## config.mk

```make
export PLATFORM = sky130hd
export DESIGN_NAME = cash_dispense_greedy_change_core_flat
export DESIGN_NICKNAME = d
export VERILOG_FILES = /design/src/cdgc_pkg.sv /design/src/cdgc_in_if.sv /design/src/cdgc_out_if.sv /design/src/cash_dispense_greedy_change_core.sv /design/src/cdgc_ctrl.sv /design/src/cdgc_dp.sv /design/src/flat_wrapper.sv
export SDC_FILE = /design/constraint.sdc
export NUM_CORES = 2
export LEC_CHECK = 0
export ABC_AREA = 1
export ABC_CLOCK_PERIOD_IN_PS = 13110
export BUFFER_PORTS_ARGS = -buffer_cell sky130_fd_sc_hd__buf_2
export CAP_MARGIN = 20
export CORE_MARGIN = 1.5
export CORE_UTILIZATION = 35
export DETAILED_ROUTE_END_ITERATION = 7
export MAX_ROUTING_LAYER = met4
export PLACE_DENSITY = 0.57
export SYNTH_ARGS = -nofsm -noshare
export SYNTH_HDL_FRONTEND = slang
export SYNTH_SLANG_ARGS = --single-unit
```

## constraint.sdc

```tcl
create_clock -name clk -period 13.11 [get_ports clk]
set_input_delay 2.622 -clock clk [delete_from_list [all_inputs] [get_ports clk]]
set_output_delay 2.622 -clock clk [all_outputs]
set_load 0.02 [all_outputs]
```

## src/cdgc_pkg.sv

```systemverilog
// Shared types, constants and lookup functions for the greedy change engine.
// Used by the channel interfaces, the controller, the datapath and the top level.
package cdgc_pkg;

	localparam int NUM_DENOMS = 10;
	localparam int COUNT_BITS = 16;
	localparam int IDX_W      = 4;
	localparam int AMT_W      = 24;
	localparam int PCS_W      = 16;
	localparam int BAL_W      = 27;
	localparam int STS_W      = 3;
	localparam int VAL_W      = 10;
	localparam int RECIP_SH   = 24;
	localparam int RECIP_W    = 25;
	localparam int PROD_W     = AMT_W + RECIP_W;
	localparam int SV_W       = COUNT_BITS + VAL_W;

	localparam logic [COUNT_BITS-1:0] COUNT_MAX = '1;
	localparam logic [BAL_W-1:0]      BAL_MAX   = '1;
	// value of the reset stock: sum of reset count times denomination value
	localparam logic [BAL_W-1:0]      BAL_RESET = 27'd6843;

	typedef enum logic [STS_W-1:0] {
		ST_OK          = 3'd0,
		ST_PARTIAL     = 3'd1,
		ST_NONE        = 3'd2,
		ST_BAD_AMOUNT  = 3'd3,
		ST_BAD_DEPOSIT = 3'd4,
		ST_PIECE       = 3'd5
	} status_t;

	typedef enum logic [2:0] {
		EM_DEPOSIT,
		EM_BAD_DEP,
		EM_BAD_AMT,
		EM_PIECE,
		EM_SUMMARY
	} emit_t;

	// controller to datapath
	typedef struct packed {
		logic  load;
		logic  dep_calc;
		logic  dep_mul;
		logic  dep_bal;
		logic  w_mul;
		logic  w_qv;
		logic  w_corr;
		logic  w_apply;
		logic  next_idx;
		logic  emit;
		emit_t kind;
	} cdgc_cmd_t;

	// datapath to controller
	typedef struct packed {
		logic op;
		logic dep_ok;
		logic amt_ok;
		logic skip;
		logic idx_last;
		logic out_free;
	} cdgc_sts_t;

	// denomination value of a slot, largest first
	function automatic logic [VAL_W-1:0] denom_value(input logic [IDX_W-1:0] idx);
		logic [VAL_W-1:0] v;
		case (idx)
			4'd0:    v = 10'd1000;
			4'd1:    v = 10'd500;
			4'd2:    v = 10'd200;
			4'd3:    v = 10'd100;
			4'd4:    v = 10'd50;
			4'd5:    v = 10'd20;
			4'd6:    v = 10'd10;
			4'd7:    v = 10'd5;
			4'd8:    v = 10'd2;
			4'd9:    v = 10'd1;
			default: v = 10'd1;
		endcase
		return v;
	endfunction

	// floor(2^24 / value); quotient estimate is low by at most one
	function automatic logic [RECIP_W-1:0] denom_recip(input logic [IDX_W-1:0] idx);
		logic [RECIP_W-1:0] m;
		case (idx)
			4'd0:    m = 25'd16777;
			4'd1:    m = 25'd33554;
			4'd2:    m = 25'd83886;
			4'd3:    m = 25'd167772;
			4'd4:    m = 25'd335544;
			4'd5:    m = 25'd838860;
			4'd6:    m = 25'd1677721;
			4'd7:    m = 25'd3355443;
			4'd8:    m = 25'd8388608;
			4'd9:    m = 25'd16777216;
			default: m = 25'd16777216;
		endcase
		return m;
	endfunction

	// stock after reset
	function automatic logic [COUNT_BITS-1:0] reset_count(input logic [IDX_W-1:0] idx);
		logic [COUNT_BITS-1:0] c;
		case (idx)
			4'd0:    c = 16'd5;
			4'd1:    c = 16'd2;
			4'd2:    c = 16'd1;
			4'd3:    c = 16'd2;
			4'd4:    c = 16'd5;
			4'd5:    c = 16'd5;
			4'd6:    c = 16'd5;
			4'd7:    c = 16'd3;
			4'd8:    c = 16'd4;
			4'd9:    c = 16'd20;
			default: c = 16'd0;
		endcase
		return c;
	endfunction

endpackage

```

## src/cdgc_in_if.sv

```systemverilog
// Request channel: valid/ready handshake with one transaction item.
// Depends on cdgc_pkg for field widths.
interface cdgc_in_if import cdgc_pkg::*; ();
	logic             valid;
	logic             ready;
	logic             op;
	logic [IDX_W-1:0] slot;
	logic [AMT_W-1:0] amount;

	modport source (output valid, output op, output slot, output amount, input ready);
	modport sink   (input valid, input op, input slot, input amount, output ready);
endinterface

```

## src/cdgc_out_if.sv

```systemverilog
// Response channel: valid/ready handshake with one result item.
// Depends on cdgc_pkg for field widths.
interface cdgc_out_if import cdgc_pkg::*; ();
	logic             valid;
	logic             ready;
	logic [IDX_W-1:0] slot_out;
	logic [PCS_W-1:0] pieces;
	logic [AMT_W-1:0] dispensed_total;
	logic [BAL_W-1:0] balance;
	logic [STS_W-1:0] status;
	logic             last;

	modport source (output valid, output slot_out, output pieces, output dispensed_total,
		output balance, output status, output last, input ready);
	modport sink   (input valid, input slot_out, input pieces, input dispensed_total,
		input balance, input status, input last, output ready);
endinterface

```

## src/cash_dispense_greedy_change_core.sv

```systemverilog
// Cash dispenser inventory engine: deposits and greedy change withdrawals.
// A deposit passes through check, calculate, multiply and balance states; a rejected item goes from
// check straight to its result. A withdrawal walks every denomination from the largest, skips empty or
// too-large ones, pays the others through multiply, quotient, correction, apply and emit, then emits a summary.
// One item at a time: a new request is taken only while the sequencer is idle; result stalls hold it.
// Reset (arst_n low) restores the initial stock and balance and empties the outputs.
module cash_dispense_greedy_change_core import cdgc_pkg::*; (
	input  logic      clk,
	input  logic      arst_n,
	cdgc_in_if.sink   req,
	cdgc_out_if.source rsp
);

	cdgc_cmd_t cmd;
	cdgc_sts_t sts;
	logic      item_ready;

	assign req.ready = item_ready;

	// sequencer
	cdgc_ctrl u_ctrl (
		.clk        (clk),
		.arst_n     (arst_n),
		.item_valid (req.valid),
		.item_ready (item_ready),
		.sts        (sts),
		.cmd        (cmd)
	);

	// counters, divider and result register
	cdgc_dp u_dp (
		.clk    (clk),
		.arst_n (arst_n),
		.op     (req.op),
		.slot   (req.slot),
		.amount (req.amount),
		.cmd    (cmd),
		.sts    (sts),
		.rsp    (rsp)
	);

endmodule

```

## src/cdgc_ctrl.sv

```systemverilog
// Sequencer for deposits and greedy withdrawals.
// Depends on cdgc_pkg; drives the datapath through cdgc_cmd_t, reads cdgc_sts_t.
module cdgc_ctrl import cdgc_pkg::*; (
	input  logic      clk,
	input  logic      arst_n,
	input  logic      item_valid,
	output logic      item_ready,
	input  cdgc_sts_t sts,
	output cdgc_cmd_t cmd
);

	typedef enum logic [3:0] {
		S_IDLE,
		S_CHECK,
		S_DEP_CALC,
		S_DEP_MUL,
		S_DEP_BAL,
		S_W_MUL,
		S_W_QV,
		S_W_CORR,
		S_W_APPLY,
		S_W_EMIT,
		S_FINAL
	} state_t;

	state_t state_q;
	emit_t  kind_q;

	assign item_ready = (state_q == S_IDLE);

	// command decode
	always_comb begin
		cmd          = '0;
		cmd.kind     = kind_q;
		cmd.load     = (state_q == S_IDLE) && item_valid;
		cmd.dep_calc = (state_q == S_DEP_CALC);
		cmd.dep_mul  = (state_q == S_DEP_MUL);
		cmd.dep_bal  = (state_q == S_DEP_BAL);
		cmd.w_mul    = (state_q == S_W_MUL);
		cmd.w_qv     = (state_q == S_W_QV);
		cmd.w_corr   = (state_q == S_W_CORR);
		cmd.w_apply  = (state_q == S_W_APPLY);
		cmd.next_idx = ((state_q == S_W_MUL) && sts.skip && !sts.idx_last) ||
			((state_q == S_W_EMIT) && sts.out_free && !sts.idx_last);
		cmd.emit     = ((state_q == S_W_EMIT) || (state_q == S_FINAL)) && sts.out_free;
		if (state_q == S_W_EMIT) begin
			cmd.kind = EM_PIECE;
		end
	end

	// state and pending result kind
	always_ff @(posedge clk or negedge arst_n) begin
		if (!arst_n) begin
			state_q <= S_IDLE;
			kind_q  <= EM_SUMMARY;
		end else begin
			case (state_q)
				S_IDLE: begin
					if (item_valid) begin
						state_q <= S_CHECK;
					end
				end
				S_CHECK: begin
					if (sts.op) begin
						if (sts.amt_ok) begin
							state_q <= S_W_MUL;
						end else begin
							kind_q  <= EM_BAD_AMT;
							state_q <= S_FINAL;
						end
					end else begin
						if (sts.dep_ok) begin
							state_q <= S_DEP_CALC;
						end else begin
							kind_q  <= EM_BAD_DEP;
							state_q <= S_FINAL;
						end
					end
				end
				S_DEP_CALC: state_q <= S_DEP_MUL;
				S_DEP_MUL:  state_q <= S_DEP_BAL;
				S_DEP_BAL: begin
					kind_q  <= EM_DEPOSIT;
					state_q <= S_FINAL;
				end
				S_W_MUL: begin
					if (!sts.skip) begin
						state_q <= S_W_QV;
					end else if (sts.idx_last) begin
						kind_q  <= EM_SUMMARY;
						state_q <= S_FINAL;
					end
				end
				S_W_QV:    state_q <= S_W_CORR;
				S_W_CORR:  state_q <= S_W_APPLY;
				S_W_APPLY: state_q <= S_W_EMIT;
				S_W_EMIT: begin
					if (sts.out_free) begin
						if (sts.idx_last) begin
							kind_q  <= EM_SUMMARY;
							state_q <= S_FINAL;
						end else begin
							state_q <= S_W_MUL;
						end
					end
				end
				S_FINAL: begin
					if (sts.out_free) begin
						state_q <= S_IDLE;
					end
				end
				default: state_q <= S_IDLE;
			endcase
		end
	end

endmodule

```

## src/cdgc_dp.sv

```systemverilog
// Datapath: stock counters, balance, reciprocal divider and result register.
// Depends on cdgc_pkg and cdgc_out_if; sequenced by cdgc_ctrl.
module cdgc_dp import cdgc_pkg::*; (
	input  logic             clk,
	input  logic             arst_n,
	input  logic             op,
	input  logic [IDX_W-1:0] slot,
	input  logic [AMT_W-1:0] amount,
	input  cdgc_cmd_t        cmd,
	output cdgc_sts_t        sts,
	cdgc_out_if.source       rsp
);

	// item and walk state
	logic                  op_q;
	logic [IDX_W-1:0]      slot_q;
	logic [AMT_W-1:0]      amt_q;
	logic [IDX_W-1:0]      idx_q;
	logic [AMT_W-1:0]      rem_q;
	logic [AMT_W-1:0]      total_q;
	logic [BAL_W-1:0]      bal_q;
	logic [COUNT_BITS-1:0] counts_q [NUM_DENOMS];

	// divider and deposit intermediates
	logic [PROD_W-1:0]     prod_q;
	logic [SV_W-1:0]       sv_q;
	logic [AMT_W-1:0]      qe_q;
	logic [AMT_W-1:0]      qv_q;
	logic [AMT_W-1:0]      q_q;
	logic [AMT_W-1:0]      dq_q;
	logic [AMT_W-1:0]      rnew_q;
	logic [PCS_W-1:0]      take_q;
	logic [PCS_W-1:0]      added_q;
	logic [SV_W-1:0]       dv_q;

	// result register
	logic                  out_valid_q;
	logic [IDX_W-1:0]      out_slot_q;
	logic [PCS_W-1:0]      out_pcs_q;
	logic [AMT_W-1:0]      out_total_q;
	logic [BAL_W-1:0]      out_bal_q;
	logic [STS_W-1:0]      out_sts_q;
	logic                  out_last_q;

	logic [VAL_W-1:0]      val;
	logic [AMT_W-1:0]      val_ext;
	logic [RECIP_W-1:0]    recip;
	logic [IDX_W-1:0]      rd_idx;
	logic [COUNT_BITS-1:0] rd_count;
	logic                  out_free;
	logic [AMT_W:0]        dep_sum;
	logic [COUNT_BITS-1:0] dep_after;
	logic [PCS_W-1:0]      dep_added;
	logic [PROD_W-1:0]     prod_n;
	logic [SV_W-1:0]       sv_n;
	logic [AMT_W+VAL_W-1:0] qv_n;
	logic [AMT_W-1:0]      r_n;
	logic                  corr;
	logic [AMT_W-1:0]      adj;
	logic                  fits;
	logic [PCS_W-1:0]      take_n;
	logic [AMT_W-1:0]      d_n;
	logic [AMT_W-1:0]      rem_n;
	logic [SV_W-1:0]       dv_n;
	logic [BAL_W:0]        bal_sum;
	logic [BAL_W-1:0]      bal_dep;
	status_t               sum_sts;

	// deposits value the deposit slot, withdrawals the slot being walked
	assign val     = denom_value(op_q ? idx_q : slot_q);
	assign val_ext = {{(AMT_W-VAL_W){1'b0}}, val};
	assign recip   = denom_recip(idx_q);
	assign rd_idx  = cmd.dep_calc ? slot_q : idx_q;
	assign rd_count = counts_q[rd_idx];
	assign out_free = !out_valid_q || rsp.ready;

	// status to controller
	always_comb begin
		sts.op       = op_q;
		sts.dep_ok   = (slot_q < IDX_W'(NUM_DENOMS)) && (amt_q != '0);
		sts.amt_ok   = (amt_q != '0) && ({{(BAL_W-AMT_W){1'b0}}, amt_q} <= bal_q);
		sts.skip     = (rd_count == '0) || (rem_q < val_ext);
		sts.idx_last = (idx_q == IDX_W'(NUM_DENOMS - 1));
		sts.out_free = out_free;
	end

	// deposit: saturating add and pieces actually taken in
	always_comb begin
		dep_sum   = {{(AMT_W+1-COUNT_BITS){1'b0}}, rd_count} + {1'b0, amt_q};
		dep_after = (dep_sum > {{(AMT_W+1-COUNT_BITS){1'b0}}, COUNT_MAX}) ?
			COUNT_MAX : dep_sum[COUNT_BITS-1:0];
		dep_added = dep_after - rd_count;
		dv_n      = {{VAL_W{1'b0}}, added_q} * {{COUNT_BITS{1'b0}}, val};
		bal_sum   = {1'b0, bal_q} + {{(BAL_W+1-SV_W){1'b0}}, dv_q};
		bal_dep   = (bal_sum > {1'b0, BAL_MAX}) ? BAL_MAX : bal_sum[BAL_W-1:0];
	end

	// withdrawal: reciprocal quotient, one-step correction, clamp to stock
	always_comb begin
		prod_n = {{RECIP_W{1'b0}}, rem_q} * {{AMT_W{1'b0}}, recip};
		sv_n   = {{VAL_W{1'b0}}, rd_count} * {{COUNT_BITS{1'b0}}, val};
		qv_n   = {{VAL_W{1'b0}}, prod_q[RECIP_SH+AMT_W-1:RECIP_SH]} *
			{{AMT_W{1'b0}}, val};
		r_n    = rem_q - qv_q;
		corr   = (r_n >= val_ext);
		adj    = corr ? val_ext : '0;
		fits   = (q_q <= {{(AMT_W-COUNT_BITS){1'b0}}, rd_count});
		take_n = fits ? q_q[PCS_W-1:0] : rd_count;
		d_n    = fits ? dq_q : sv_q[AMT_W-1:0];
		rem_n  = fits ? rnew_q : (rem_q - sv_q[AMT_W-1:0]);
	end

	// summary status
	always_comb begin
		if (rem_q == '0) begin
			sum_sts = ST_OK;
		end else if (total_q != '0) begin
			sum_sts = ST_PARTIAL;
		end else begin
			sum_sts = ST_NONE;
		end
	end

	// stock and balance
	always_ff @(posedge clk or negedge arst_n) begin
		if (!arst_n) begin
			bal_q <= BAL_RESET;
			for (int i = 0; i < NUM_DENOMS; i++) begin
				counts_q[i] <= reset_count(IDX_W'(i));
			end
		end else begin
			if (cmd.dep_calc) begin
				counts_q[slot_q] <= dep_after;
			end
			if (cmd.dep_bal) begin
				bal_q <= bal_dep;
			end
			if (cmd.w_apply) begin
				counts_q[idx_q] <= rd_count - take_n;
				bal_q           <= bal_q - {{(BAL_W-AMT_W){1'b0}}, d_n};
			end
		end
	end

	// item capture and arithmetic pipeline
	always_ff @(posedge clk) begin
		if (cmd.load) begin
			op_q    <= op;
			slot_q  <= slot;
			amt_q   <= amount;
			rem_q   <= amount;
			total_q <= '0;
			idx_q   <= '0;
		end
		if (cmd.next_idx) begin
			idx_q <= idx_q + 1'b1;
		end
		if (cmd.dep_calc) begin
			added_q <= dep_added;
		end
		if (cmd.dep_mul) begin
			dv_q <= dv_n;
		end
		if (cmd.w_mul) begin
			prod_q <= prod_n;
			sv_q   <= sv_n;
		end
		if (cmd.w_qv) begin
			qe_q <= prod_q[RECIP_SH+AMT_W-1:RECIP_SH];
		end
		if (cmd.w_corr) begin
			q_q    <= qe_q + {{(AMT_W-1){1'b0}}, corr};
			dq_q   <= qv_q + adj;
			rnew_q <= r_n - adj;
		end
		if (cmd.w_apply) begin
			take_q  <= take_n;
			rem_q   <= rem_n;
			total_q <= total_q + d_n;
		end
	end

	// quotient estimate times value, taken from the product with the estimate
	always_ff @(posedge clk) begin
		if (cmd.w_qv) begin
			qv_q <= qv_n[AMT_W-1:0];
		end
	end

	// result register
	always_ff @(posedge clk or negedge arst_n) begin
		if (!arst_n) begin
			out_valid_q <= 1'b0;
		end else if (cmd.emit) begin
			out_valid_q <= 1'b1;
		end else if (rsp.ready) begin
			out_valid_q <= 1'b0;
		end
	end

	always_ff @(posedge clk) begin
		if (cmd.emit) begin
			out_bal_q <= bal_q;
			case (cmd.kind)
				EM_DEPOSIT: begin
					out_slot_q  <= slot_q;
					out_pcs_q   <= added_q;
					out_total_q <= '0;
					out_sts_q   <= ST_OK;
					out_last_q  <= 1'b1;
				end
				EM_BAD_DEP: begin
					out_slot_q  <= '0;
					out_pcs_q   <= '0;
					out_total_q <= '0;
					out_sts_q   <= ST_BAD_DEPOSIT;
					out_last_q  <= 1'b1;
				end
				EM_BAD_AMT: begin
					out_slot_q  <= '0;
					out_pcs_q   <= '0;
					out_total_q <= '0;
					out_sts_q   <= ST_BAD_AMOUNT;
					out_last_q  <= 1'b1;
				end
				EM_PIECE: begin
					out_slot_q  <= idx_q;
					out_pcs_q   <= take_q;
					out_total_q <= total_q;
					out_sts_q   <= ST_PIECE;
					out_last_q  <= 1'b0;
				end
				EM_SUMMARY: begin
					out_slot_q  <= '0;
					out_pcs_q   <= '0;
					out_total_q <= total_q;
					out_sts_q   <= sum_sts;
					out_last_q  <= 1'b1;
				end
				default: begin
					out_slot_q  <= '0;
					out_pcs_q   <= '0;
					out_total_q <= '0;
					out_sts_q   <= ST_NONE;
					out_last_q  <= 1'b1;
				end
			endcase
		end
	end

	assign rsp.valid           = out_valid_q;
	assign rsp.slot_out        = out_slot_q;
	assign rsp.pieces          = out_pcs_q;
	assign rsp.dispensed_total = out_total_q;
	assign rsp.balance         = out_bal_q;
	assign rsp.status          = out_sts_q;
	assign rsp.last            = out_last_q;

	// corrected remainder is below the denomination value
	a_rem_below_val: assert property (@(posedge clk) disable iff (!arst_n)
		cmd.w_corr |=> (rnew_q < val_ext))
		else $error("corrected remainder not below denomination value");

	// paid plus outstanding always equals the requested amount
	a_total_conserved: assert property (@(posedge clk) disable iff (!arst_n)
		(op_q && cmd.w_apply) |=>
		(({1'b0, total_q} + {1'b0, rem_q}) == {1'b0, amt_q}))
		else $error("withdrawal total and remainder out of step");

	// every denomination that is paid out hands out at least one piece
	a_take_nonzero: assert property (@(posedge clk) disable iff (!arst_n)
		cmd.w_apply |-> (take_n != '0))
		else $error("piece line with zero pieces");

	// a result is only loaded when the result register can take it
	a_emit_free: assert property (@(posedge clk) disable iff (!arst_n)
		cmd.emit |-> out_free)
		else $error("result register overwritten");

endmodule

```

## src/flat_wrapper.sv

```systemverilog
// flat-port wrapper written by rule: the top's interface ports become plain ports
module cash_dispense_greedy_change_core_flat import cdgc_pkg::*;
  (clk, arst_n, req_valid, req_op, req_slot, req_amount, req_ready, rsp_valid, rsp_slot_out, rsp_pieces, rsp_dispensed_total, rsp_balance, rsp_status, rsp_last, rsp_ready);
  cdgc_in_if req_i ();
  cdgc_out_if rsp_i ();
  input  logic clk;
  input  logic arst_n;
  input wire logic [$bits(req_i.valid)-1:0] req_valid;
  input wire logic [$bits(req_i.op)-1:0] req_op;
  input wire logic [$bits(req_i.slot)-1:0] req_slot;
  input wire logic [$bits(req_i.amount)-1:0] req_amount;
  output wire logic [$bits(req_i.ready)-1:0] req_ready;
  output wire logic [$bits(rsp_i.valid)-1:0] rsp_valid;
  output wire logic [$bits(rsp_i.slot_out)-1:0] rsp_slot_out;
  output wire logic [$bits(rsp_i.pieces)-1:0] rsp_pieces;
  output wire logic [$bits(rsp_i.dispensed_total)-1:0] rsp_dispensed_total;
  output wire logic [$bits(rsp_i.balance)-1:0] rsp_balance;
  output wire logic [$bits(rsp_i.status)-1:0] rsp_status;
  output wire logic [$bits(rsp_i.last)-1:0] rsp_last;
  input wire logic [$bits(rsp_i.ready)-1:0] rsp_ready;
  assign req_i.valid = req_valid;
  assign req_i.op = req_op;
  assign req_i.slot = req_slot;
  assign req_i.amount = req_amount;
  assign req_ready = req_i.ready;
  assign rsp_valid = rsp_i.valid;
  assign rsp_slot_out = rsp_i.slot_out;
  assign rsp_pieces = rsp_i.pieces;
  assign rsp_dispensed_total = rsp_i.dispensed_total;
  assign rsp_balance = rsp_i.balance;
  assign rsp_status = rsp_i.status;
  assign rsp_last = rsp_i.last;
  assign rsp_i.ready = rsp_ready;
  cash_dispense_greedy_change_core u_core (.clk(clk), .arst_n(arst_n), .req(req_i), .rsp(rsp_i));
endmodule
```

==> metrics list <==
- CTS sink count: 600
- First-pass DRT Iterations: 6
* Type of the most critical hold path: reg -> reg
* Fraction of layout instances using a drive strength above 1: 5.36%
- In this run the clock root is driven by a sky130_fd_sc_hd__clkbuf_16.
* Max FO, Critical Path: 78
* Clock insertion delay at the later pin of the skew report: 0.72 ns
- The die covers 0.204 mm².
- Based on the critical path, the design can be clocked at up to 106 MHz.
- The critical path contains buffers and inverters numbering 6 combined.
* Resized Gates After CTS: 0
- After synthesis, the largest family of logic cells by area is adder cells.
- The run finished with clean final reports.
- Worst slew margin: 28.0%
* Worst-Margin Slew: 1.08 ns
* Setup TNS: 0 ns
- The synthesized design contains 600 register bits.
- The initial antenna violation count was 9.
- Maximum Capacitance Violations: 0
- For this configuration, the core starts out at a cell density of 35.3%.
- Data on the critical path is required at its endpoint by 13.58 ns.
- Sequential-to-total area share from yosys stat: 23.9%
- The die is 452 µm tall.
* Number of distinct library cells after synthesis: 64
- The largest total area in the synthesized netlist belongs to sky130_fd_sc_hd__fa_1.
- For the final database, setup skew stands at 0.0521 ns.
- In this run the cell area measured after placement is 0.0742 mm².
- Crit share post-route: 72.0%
* Multiplexer share of the synthesized area: 0.0142%
- STA puts the critical path data arrival time at 9.91 ns.
- Count of flip-flops with a built-in enable after synthesis: 382
- For this run, the number of Yosys warnings is 0.
- Summing every instance area after synthesis gives 0.0705 mm².
- Fin. Hold Viols: 0
* Detail-routed via count per cell: 5.21
* Worst Hold Margin: 0.500 ns
- Total clock buffers created by CTS: 72
- Kind of start point of the critical path: flop
- Number of placement rows: 164
- Synth Area in Compound Gates: 9.68%
- The count of nets left with antenna violations once routing finished came out at 0.
* TritonCTS clock tree: built
- WL/cell: 21.7 µm
* Detailed-route via count: 58,900
* Kind of critical path: reg -> reg
* Cts-stage hold buffer count: 0
- Largest net degree at the start of global routing: 79
- The cell family contributing the most delay on the critical path is simple AND/OR/NAND/NOR gates.
* Depth of the worst hold-timing path: 2
- The number of setup buffers added after CTS is 0.
- Count of routing violations after the opening detailed-route iteration: 5,294
* Dominant cell by count in the synthesized netlist: sky130_fd_sc_hd__nand2_1
* Most used flip-flop cell after synthesis: sky130_fd_sc_hd__edfxtp_1
- Post-synth top cells: 1,882 x sky130_fd_sc_hd__nand2_1, 1,822 x sky130_fd_sc_hd__inv_1, 841 x sky130_fd_sc_hd__fa_1, 598 x sky130_fd_sc_hd__ha_1, 549 x sky130_fd_sc_hd__nor2_1
- Summed over all nets, the half-perimeter wirelength after detailed placement is 190 mm.
- The core region is 0.200 mm².
- GRT Resource Usage Total: 24.6%
- After detailed routing, the number of remaining DRC violations is 0.
- The via count of the first global-routing pass was 59,300.
- Arithmetic-cell share of the synthesized area counting full adders, half adders and majority gates: 34.5%
- For this block, the routed nets add up to 245 mm of wire.
- Number of cells on the critical path: 35
- Final instance area: 0.0766 mm²
- Global routing finished with a remaining overflow of 0.
- Slowest-stage cell, CP: sky130_fd_sc_hd__nand2_4
* Type of destination of the critical path: flop
- The number of nets handed over by synthesis was 10,000.
* Number of input and output port buffers inserted: 109
- The clock period could shrink to 9.43 ns.
- Setup violations remaining at the end of the flow were counted as 0.
* Max incr delay on CP: 0.84 ns
- First-pass GRT wire length: 369 mm
- Measured along the x axis, the die boundary spans 452 µm.
* Synth Area in Simple Gates: 16.7%
- Share of flip-flops with an asynchronous set or reset: 32.5%
* Net count of the finished layout: 10,100
- From synthesis to final layout, the design area changed by 8.66%.
- Fraction of synthesized cell area taken by the top area cell type: 23.9%
* Worst-case clock buffer depth: 3
* Synthesized instance count: 8,577
- Measured in cells, the most critical reg-to-reg path has a length of 35.
* Avg Inst Size Synth: 8.22 µm²
* IO Pins: 110
* Final Max Tran Viols: 0
- Final RePlAce weighted congestion: 0.968
- Cells taking the most area after synthesis: sky130_fd_sc_hd__fa_1 24%, sky130_fd_sc_hd__edfxtp_1 16%, sky130_fd_sc_hd__ha_1 11%
* CTS H-tree depth: 3
- Synth Area in XOR/XNOR: 3.70%
- Setup repair after global routing left no endpoint under its margin.
* Clock transition at the registers of the reported paths: 0.06 ns
-- kinds of logic after synthesis --
kind of cell,count (synthesis)
flops,600
buf+inv,2140
fa+ha+maj,1439
simple gates,2909
mux,1
compound gates,1190
xor+xnor,298
-- sequential cells by signal, summed over array words and instances (netlist names), 16 cells and up --
signal and count:
u_core.u_dp.qe_q 24, u_core.u_dp.bal_q 27, u_core.u_dp.dv_q 26, u_core.u_dp.amt_q 24, u_core.u_dp.recip 23, u_core.u_dp.added_q 16
u_core.u_dp.q_q 24, u_core.u_dp.rsp.balance 27, u_core.u_dp.rsp.pieces 16, u_core.u_dp.take_q 16, u_core.u_dp.counts_q 160, u_core.u_dp.dq_q 24
u_core.u_dp.prod_q 24, u_core.u_dp.total_q 24, u_core.u_dp.qv_q 24, u_core.u_dp.rsp.dispensed_total 24, u_core.u_dp.rem_q 24, u_core.u_dp.rnew_q 24
u_core.u_dp.sv_q 24
-- layout by cell type (no fill, tap or decap), types with 12 or more instances in the layout --
master	count
sky130_fd_sc_hd__nand2_1	1878
sky130_fd_sc_hd__inv_1	1820
sky130_fd_sc_hd__fa_1	841
sky130_fd_sc_hd__ha_1	598
sky130_fd_sc_hd__a21oi_1	534
sky130_fd_sc_hd__nor2_1	531
sky130_fd_sc_hd__edfxtp_1	382
sky130_fd_sc_hd__o21ai_0	296
sky130_fd_sc_hd__nand3_1	248
sky130_fd_sc_hd__xor2_1	211
sky130_fd_sc_hd__dfrtp_1	169
sky130_fd_sc_hd__a22oi_1	131
sky130_fd_sc_hd__buf_4	111
sky130_fd_sc_hd__buf_2	108
sky130_fd_sc_hd__xnor2_1	87
sky130_fd_sc_hd__clkbuf_16	72
sky130_fd_sc_hd__nor3_1	55
sky130_fd_sc_hd__o211ai_1	52
sky130_fd_sc_hd__nand4_1	52
sky130_fd_sc_hd__a31oi_1	43
sky130_fd_sc_hd__nor4_1	34
sky130_fd_sc_hd__clkinv_1	28
sky130_fd_sc_hd__or2_2	27
sky130_fd_sc_hd__dfstp_2	26
sky130_fd_sc_hd__nand2_2	22
sky130_fd_sc_hd__o21a_1	22
sky130_fd_sc_hd__a21o_1	22
sky130_fd_sc_hd__dfxtp_1	20
sky130_fd_sc_hd__o21bai_1	19
sky130_fd_sc_hd__clkbuf_1	16
sky130_fd_sc_hd__a21boi_0	14
sky130_fd_sc_hd__nor2_4	12
sky130_fd_sc_hd__a211oi_1	12
-- worst reg2reg max path, delay by kind of cell (launching register included) --
| family | cells | cell delay [ns] |
|---|---|---|
| buffers and inverters | 6 | 1.88 |
| DFF | 1 | 0.42 |
| AOI/OAI and AO/OA | 12 | 2.82 |
| adders and majority gates | 2 | 0.81 |
| and+or+nand+nor | 15 | 3.33 |
-- through the flow --
stage	std cells	worst slack, ns	utilization, %
after global routing	11300	3.09	38.3
after detailed placement	11200	3.91	37.1
after CTS	11300	3.92	38.3
after floorplan	8577	6.62	-
final	11300	3.68	38.3
after global placement	11200	4.04	37.1
-- per-layer routing --
metal	GRT usage (%)	share of wire, %
met1	32.1	43
met2	39.5	47
met3	3.04	7.0
met4	8.35	3.6
met5	-	0
-- layout make-up --
type,instances,area (µm²)
Clock buffer,93,1930
Sequential cell,600,16800
Inverter,1852,6950
Timing Repair Buffer,223,1440
Tap cell,2656,3320
Antenna cell,1,2.50
Multi-Input combinational cell,5837,45700
Fill cell,20500,123000
Clock inverter,39,445
-- final timing paths --
| path | from | end | slack, ns |
|---|---|---|---|
| max | u_core.u_ctrl.state_q[3]$_DFFE_PN0P_ | u_core.u_dp.total_q[21]$_SDFFCE_PN0P_ | 3.68 |
| min | u_core.u_dp.counts_q[97]$_DFF_PN1_ | u_core.u_dp.counts_q[97]$_DFF_PN1_ | 0.50 |
| max reg2reg | u_core.u_ctrl.state_q[3]$_DFFE_PN0P_ | u_core.u_dp.total_q[21]$_SDFFCE_PN0P_ | 3.68 |
| min reg2reg | u_core.u_dp.counts_q[97]$_DFF_PN1_ | u_core.u_dp.counts_q[97]$_DFF_PN1_ | 0.50 |
| max in group asynchronous | arst_n | u_core.u_dp.counts_q[40]$_DFF_PN0_ | 9.96 |
| min in group asynchronous | arst_n | u_core.u_ctrl.state_q[0]$_DFFE_PN0P_ | 1.94 |
Power is not shown: default switching activity piles up to over one toggle a cycle in this logic, so the estimate is an artifact.
